**src/slot_allocator_key_map_core_macros.svh**
```systemverilog
// assertion macros shared by the core
`ifndef SLOT_ALLOCATOR_KEY_MAP_CORE_MACROS_SVH
`define SLOT_ALLOCATOR_KEY_MAP_CORE_MACROS_SVH

// antecedent implies consequent in the same cycle
`define SKM_ASSERT_SAME(label, clk, rst, ante, cons) \
   label: assert property (@(posedge clk) disable iff (rst) (ante) |-> (cons)) \
      else $error("skm assertion failed");

// antecedent implies consequent in the next cycle
`define SKM_ASSERT_NEXT(label, clk, rst, ante, cons) \
   label: assert property (@(posedge clk) disable iff (rst) (ante) |=> (cons)) \
      else $error("skm assertion failed");

`endif

```
**src/skm_pkg.sv**
```systemverilog
package skm_pkg;

   localparam int NUM_SLOTS = 4096;
   localparam int KEY_BITS  = 64;
   localparam int IDX_W     = (NUM_SLOTS > 1) ? $clog2(NUM_SLOTS) : 1;

   localparam int CMD_W    = 2;
   localparam int IN_KEY_W = 64;
   localparam int SLOT_W   = 12;
   localparam int STATUS_W = 2;

   localparam logic [CMD_W-1:0] CMD_ADD    = 2'd0;
   localparam logic [CMD_W-1:0] CMD_REMOVE = 2'd1;

   localparam logic [STATUS_W-1:0] ST_OK        = 2'd0;
   localparam logic [STATUS_W-1:0] ST_FULL      = 2'd1;
   localparam logic [STATUS_W-1:0] ST_PRESENT   = 2'd2;
   localparam logic [STATUS_W-1:0] ST_NOT_FOUND = 2'd3;

   typedef struct packed {
      logic clr_en;
      logic start;
      logic scan_en;
      logic commit;
   } skm_cmd_type;

   typedef struct packed {
      logic cnt_last;
      logic out_free;
   } skm_stat_type;

   function automatic logic [SLOT_W-1:0] to_slot_index(input logic [IDX_W-1:0] idx);
      logic [IDX_W+SLOT_W-1:0] wide;
      wide = (IDX_W+SLOT_W)'(idx);
      return wide[SLOT_W-1:0];
   endfunction

endpackage

```
**src/skm_ctrl.sv**
```systemverilog
module skm_ctrl import skm_pkg::*; (
   input  logic         clock,
   input  logic         reset,
   input  logic         req_valid,
   output logic         req_ready,
   input  skm_stat_type stat,
   output skm_cmd_type  cmd
);

   localparam logic [2:0] S_CLEAR  = 3'd0;
   localparam logic [2:0] S_IDLE   = 3'd1;
   localparam logic [2:0] S_SCAN   = 3'd2;
   localparam logic [2:0] S_DRAIN  = 3'd3;
   localparam logic [2:0] S_COMMIT = 3'd4;

   logic [2:0] state_ff, state_in;

   always_ff @(posedge clock) begin
      if (reset) begin
         state_ff <= S_CLEAR;
      end else begin
         state_ff <= state_in;
      end
   end

   always_comb begin
      state_in  = state_ff;
      cmd       = '0;
      req_ready = 1'b0;
      case (state_ff)
         S_CLEAR: begin
            cmd.clr_en = 1'b1;
            if (stat.cnt_last) state_in = S_IDLE;
         end
         S_IDLE: begin
            req_ready = 1'b1;
            if (req_valid) begin
               cmd.start = 1'b1;
               state_in  = S_SCAN;
            end
         end
         S_SCAN: begin
            cmd.scan_en = 1'b1;
            if (stat.cnt_last) state_in = S_DRAIN;
         end
         S_DRAIN: begin
            state_in = S_COMMIT;
         end
         S_COMMIT: begin
            if (stat.out_free) begin
               cmd.commit = 1'b1;
               state_in   = S_IDLE;
            end
         end
         default: begin
            state_in = S_CLEAR;
         end
      endcase
   end

endmodule

```
**config.mk**
```make
export PLATFORM = sky130hd
export DESIGN_NAME = skm_ctrl
export DESIGN_NICKNAME = d
export VERILOG_FILES = /design/src/slot_allocator_key_map_core_macros.svh /design/src/skm_pkg.sv /design/src/skm_ctrl.sv
export SDC_FILE = /design/constraint.sdc
export NUM_CORES = 1
export LEC_CHECK = 0
export ABC_AREA = 0
export ABC_CLOCK_PERIOD_IN_PS = 1100
export BUFFER_PORTS_ARGS = -buffer_cell sky130_fd_sc_hd__buf_4
export CAP_MARGIN = 0
export CELL_PAD_IN_SITES_DETAIL_PLACEMENT = 0
export CELL_PAD_IN_SITES_GLOBAL_PLACEMENT = 1
export CORE_AREA = 2 2 39 41
export CTS_CLUSTER_DIAMETER = 30
export DETAILED_ROUTE_END_ITERATION = 8
export DIE_AREA = 0 0 41 43
export PLACE_DENSITY_LB_ADDON = 0.2
export SLEW_MARGIN = 20
export SYNTH_ARGS = -nofsm -noshare
export SYNTH_HDL_FRONTEND = slang
export SYNTH_SLANG_ARGS = --single-unit
```
**constraint.sdc**
```tcl
create_clock -name clock -period 1.1 [get_ports clock]
set_clock_uncertainty 0.05 [all_clocks]
set_input_delay 0.11 -clock clock [delete_from_list [all_inputs] [get_ports clock]]
set_output_delay 0.11 -clock clock [all_outputs]
set_load 0.01 [all_outputs]
```
==> flow_summary.toml, run 1 <==
[sta]
slew_headroom = 0.892
fin_crit_ps = 1440
hold_slack_ps = 101
finalWorstSetupSlack_ps = -338
timing.fmax_ghz = 0.696
setup_viol = 7
final_hold_viol_count = 0
period_share = 1.31
worst_slew_pin_slew_ps = 160
rsz0062_at_grt = "true"
slew_viol_final = 0

[run_status]
violations = "setup timing"
status = "finished, violations left"

[clock_tree]
clk_pin_slew_ps = 40
cts_buffers = 3
htreeDepth = 1
cts_tree = "built"
cts.sinks = 3
clock_path_buffers = 2
clock_latency_ps = 240
cts_root_buffer = "clkbuf_4"

[route]
wl_met2_um = 314
totalWireLength_um = 557
drt_iter0_drc = 0
top_layer = "met4"
dr_wl_met3_um = 22
ant_nets = 0
via_count = 218
met1_length_um = 208
viasPerCell = 4.11
drc = 0
drtPass1Iterations = 1
avgRoutedWirePerCell_um = 10.5

[power_and_ir_drop]
netSwitchingPower_uw = 110
power_density_nw_per_um2 = 1120
fin_total_pwr_uw = 423
switching_share = 0.260
intPower_uw = 313
pwr-share-clk = 0.482
seqPwrFrac = 0.287
p_leak_nw = 0.166
power_frac_comb = 0.231
max-vdd-ir-drop_v = 0.000276

[critical_path]
cp-end-kind = "output port"
path_class = "flop to output port"
critPathArrivalTime_ps = 1280
cp_max_fo = 4
cp_num_buf_inv = 2
crit_path_start_kind = "flop"
crit_slowest_cell = "or4bb_1"
crit_chain = "or4bb_1, inv_1, buf_4"
cp_slowest_stage_delay_ps = 500
cp_top_family = "simple AND/OR/NAND/NOR gates"
cp.required_ps = 940

[floorplan]
rows = 14
die_area_um2 = 1760
chipHeight_um = 43
ios = 10
fp.coreArea_um2 = 1380
start_util = 0.131
dieWidth_um = 41

[place]
gp_congestion = 0.744
dpl.cell_count = 46
port-buffer-count = 9
placed_area_um2 = 285
dpl_worst_slack_ps = -83.9

[synth]
yosysTopAreaCell = "dfxtp_1"
synth_top_cell_area_share = 0.331
syn_area_um2 = 181
synth_cell_types = 14
ys_warn_count = 0
syn_area_per_cell_um2 = 9.55
synth_nets = 24
synth_area_leaders = "dfxtp_1, or4b_1, nand3b_1"
synthCells = 19
seq_area_frac_synth = 0.331
ys_ff_latch = 3

[final_layout]
n_fill_cell = 166
nNetsFinal = 43
instances_no_fill = 53
largest_register = "state_ff"
stdcell_area_um2 = 379
final_cell_mix = "buf_4, clkbuf_4, nand3b_1, buf_6"
synthToLayoutAreaGrowth_pct = 109
drive_gt1_frac = 0.676
reg.largest.list = "state_ff (3)"
antennaDiodeCount = 0
final_common_cell = "buf_4"
largest_reg_flops = 3

[global_routing]
antenna_found_initial = 0
grt_max_degree = 7
grt_pass1_wl_um = 993
grt_use_total = 0.0902
overflow = 0
grt_pass1_vias = 243

[hold_path]
holdCritPathClass = "primary input to flop"

[flow_run]
cap_violations = 0
-- stage by stage --
stage | utilization | setup TNS, ps
after global routing | 0.274 | -1630
after detailed placement | 0.206 | -132
after floorplan | - | -81.3
after CTS | 0.252 | -1120
after global placement | 0.206 | -137
final | 0.274 | -1240
-- routing by layer --
layer / track usage / vias to the layer above
met2: 0.128 / 7
met5: 0 / -
met4: 0.120 / 0
met3: 0.0157 / 2
li1: - / 108
met1: 0.0895 / 101
-- power by group through the flow --
stage	Combinational [mW]	Sequential, mW	Clock [mW]
global route	0.105	0.122	0.230
global placement	0.0737	0.123	0
finish	0.0979	0.121	0.204
CTS	0.0851	0.123	0.216
detailed placement	0.0732	0.123	0
floorplan	0.0371	0.122	0
-- synthesized netlist by cell type --
master and count:
a31oi_1 1, nand3b_1 2, dfxtp_1 3, or3b_2 1
or4b_1 2, a211oi_1 1, nor3_1 1, a21oi_1 1
inv_1 1, nand2b_1 1, nor3b_1 2, and2_1 1
or4bb_1 1, buf_6 1
-- worst paths after layout --
path | startpoint | to | slack, ps | cells after the start
worst max-delay path | state_ff[1] | cmd[0] | -340 | 3
worst min-delay path | req_valid | state_ff[1] | 100 | 3
worst max register to register | state_ff[1] | state_ff[2] | -270 | 4
worst min register to register | state_ff[0] | state_ff[0] | 510 | 2
-- worst min-delay path: stages --
cell and delay, ps:
buf_4 120, nand3b_1 70, a211oi_1 50
-- final cells by class --
cell class | instances | area, um2 | share of cell area
flip-flops and latches | 3 | 65.1 | 0.172
multi-input cells | 14 | 141 | 0.373
inverters | 1 | 3.75 | 0.00990
well taps | 16 | 20.0 | 0.0528
repair buffers | 15 | 123 | 0.323
clock buffers | 4 | 26.3 | 0.0693
-- repair_timing --
item | CTS | global route
cloned | 0 | 0
endpoints found under the hold margin | 2 | 0
hold buffers | 1 | 0
pin swaps | 5 | 2
setup endpoints to repair | 7 | 7
setup buffers | 1 | 1
gates resized for setup | 6 | 5
-- kinds of logic (layout without fill, tap and decap cells) --
logic type,count (synthesis),count (layout),synth area share
compound gates,3,3,0.103
simple gates,11,11,0.483
buf+inv,2,20,0.0827
flops,3,3,0.331
Note: power is estimated with default switching activity, not from simulation.
==> run 2, diff against run 1 <==
ABC_AREA = 1   (was 0)
GPL_TIMING_DRIVEN = 0   (was default)
==> run 2 against run 1 <==
Against the previous run: the run still ends with setup timing left; hold slack better by 65 ps; utilization increased by 2.5 points; wire length down 4.8%; cell area increased by 9.2%; critical path depth up 1; cell count rose by 32%; first-iteration DRC count rose by 1; non-clock buffer count decreased by 1; register-to-register slack improved by 250 ps; sequential cell count did not move; largest cell class unchanged.
==> flow_summary.toml, run 2 <==
[final_layout]
reg.largest.list = "state_ff (3)"
largest_reg_flops = 3
largest_register = "state_ff"
antennaDiodeCount = 0
nNetsFinal = 60
drive_gt1_frac = 0.611
final_cell_mix = "buf_4, inv_1, nand2_1"
multi_input_area_um2 = 148
final_common_cell = "buf_4"
synthToLayoutAreaGrowth_pct = 98.2
instances_no_fill = 70
seqCellArea_um2 = 71.3
final_util = 0.299
n_fill_cell = 170

[critical_path]
cp_max_fo = 6
crit_chain = "nor2_4, inv_2, nor3_2, buf_4"
crit_start = "state_ff[0]"
cp.required_ps = 940
crit_slowest_cell = "dfxtp_4"
cp_top_family = "flip-flops"
cp-end-kind = "output port"
r2r_start = "state_ff[1]"
crit_path_start_kind = "flop"
cp_slowest_stage_delay_ps = 360
path_class = "flop to output port"
cp_num_buf_inv = 2
critPathArrivalTime_ps = 990

[flow_run]
cap_violations = 0

[synth]
synthFlopType = "dfxtp_1"
seq_area_frac_synth = 0.287
yosysTopAreaCell = "dfxtp_1"
synth_cell_types = 9
synth_edf_count = 0
synth_commonest_cells = "inv_1, nand2_1, nor2_1"
muxShareOfSynthArea = 0
async_flop_share = 0
synth_top_family_by_area = "simple AND/OR/NAND/NOR gates"
synth_nets = 41
synthCells = 36
synthSimpleGateAreaFrac = 0.485
synth_xor_area_frac = 0
ys_ff_latch = 3
synth_area_leaders = "dfxtp_1, inv_1, nand2_1"
syn_area_per_cell_um2 = 5.80
syn_area_um2 = 209
yosysMostFrequentCell = "inv_1"
synth_compound_area_frac = 0.0479
synth_top_cell_area_share = 0.287
ys_warn_count = 0
synthAdderAreaFrac = 0

[sta]
finalWorstSetupSlack_ps = -52.8
rsz0062_at_grt = "true"
slew_headroom = 0.914
setup_viol = 4
final_hold_viol_count = 0
slew_viol_final = 0
timing.fmax_ghz = 0.867
worst_slew_pin_slew_ps = 128
hold_slack_ps = 166
fin_crit_ps = 1150
period_share = 1.05

[run_status]
status = "finished, violations left"
violations = "setup timing"

[route]
totalWireLength_um = 530
via_count = 266
drtPass1Iterations = 2
drt_iter0_drc = 1
viasPerCell = 3.80
drc = 0
ant_nets = 0
avgRoutedWirePerCell_um = 7.57

[clock_tree]
clock_path_buffers = 2
cts.sinks = 3
cts_root_buffer = "clkbuf_4"
cts_tree = "built"
cts_buffers = 3
htreeDepth = 1
clk_pin_slew_ps = 40
clock_latency_ps = 230

[place]
dpl.cell_count = 61
dpl_worst_slack_ps = 38.8
port-buffer-count = 9
hpwl_um = 393
gp_congestion = 0.596

[global_routing]
overflow = 0
antenna_found_initial = 0
grt_max_degree = 7
grt_use_total = 0.0741
grt_pass1_vias = 233
grt_pass1_wl_um = 862

[power_and_ir_drop]
intPower_uw = 496
switching_share = 0.374
pwr-share-clk = 0.240
seqPwrFrac = 0.246
power_frac_comb = 0.514
max-vdd-ir-drop_v = 0.000586
power_density_nw_per_um2 = 1910
netSwitchingPower_uw = 296
p_leak_nw = 0.215

[floorplan]
die_area_um2 = 1760
start_util = 0.151
rows = 14
chipHeight_um = 43
dieWidth_um = 41
fp.coreArea_um2 = 1380
ios = 10

[hold_path]
holdCritPathClass = "primary input to flop"
hp-start = "stat[0]"
-- run 2: cell families after synthesis --
logic type	after synthesis
buffers and inverters	10
and+or+nand+nor	21
DFF	3
AOI/OAI and AO/OA	2
-- run 2: metal layers --
layer,global-route usage,part of all wire,vias to the layer above
met5,0,0,-
met4,0.0600,0,0
met3,0.0314,0.034,0
met2,0.113,0.52,3
met1,0.0735,0.44,118
li1,-,-,145
-- run 2: per-stage QoR --
| step | cell area [um2] | power (mW) | TNS [ps] |
|---|---|---|---|
| 4_1_cts | 400 | 0.789 | -253 |
| 2_1_floorplan | 209 | 0.340 | 0 |
| 6_report | 414 | 0.793 | -165 |
| 3_5_place_dp | 297 | 0.449 | 0 |
| 5_1_grt | 414 | 0.866 | -573 |
| 3_3_place_gp | 297 | 0.454 | 0 |
-- run 2: power groups by stage --
stage / sequential [mW] / combinational (mW) / clock [mW]
floorplan: 0.163 / 0.178 / 0
global placement: 0.175 / 0.279 / 0
detailed placement: 0.172 / 0.277 / 0
CTS: 0.196 / 0.391 / 0.202
global route: 0.200 / 0.453 / 0.213
finish: 0.195 / 0.408 / 0.190
-- run 2: worst min-delay path, cell delays in order --
cell	delay, ps
buf_4	70
inv_1	50
nand3_2	100
a21oi_1	70
-- run 2: cell type report --
| cell class | instances | share of cell area |
|---|---|---|
| clock buffers | 4 | 0.0634 |
| repair buffers | 14 | 0.269 |
| well taps | 16 | 0.0483 |
| multi-input cells | 23 | 0.356 |
| inverters | 10 | 0.0906 |
| flip-flops and latches | 3 | 0.172 |
-- run 2: final timing paths --
| check | to | cells past startpoint | slack (ps) |
|---|---|---|---|
| setup / recovery | cmd[0] | 4 | -50 |
| hold reg to reg | state_ff[0] | 2 | 470 |
| setup reg to reg | state_ff[1] | 7 | -20 |
| hold / removal | state_ff[2] | 4 | 170 |
-- run 2: what timing repair did --
item / CTS / global route
gates resized for setup: 15 / 4
buffers inserted: 4 / 0
pin swaps: 5 / 1
hold buffers: 1 / 0
endpoints found under the setup margin: 5 / 7
hold endpoints to repair: 1 / 0
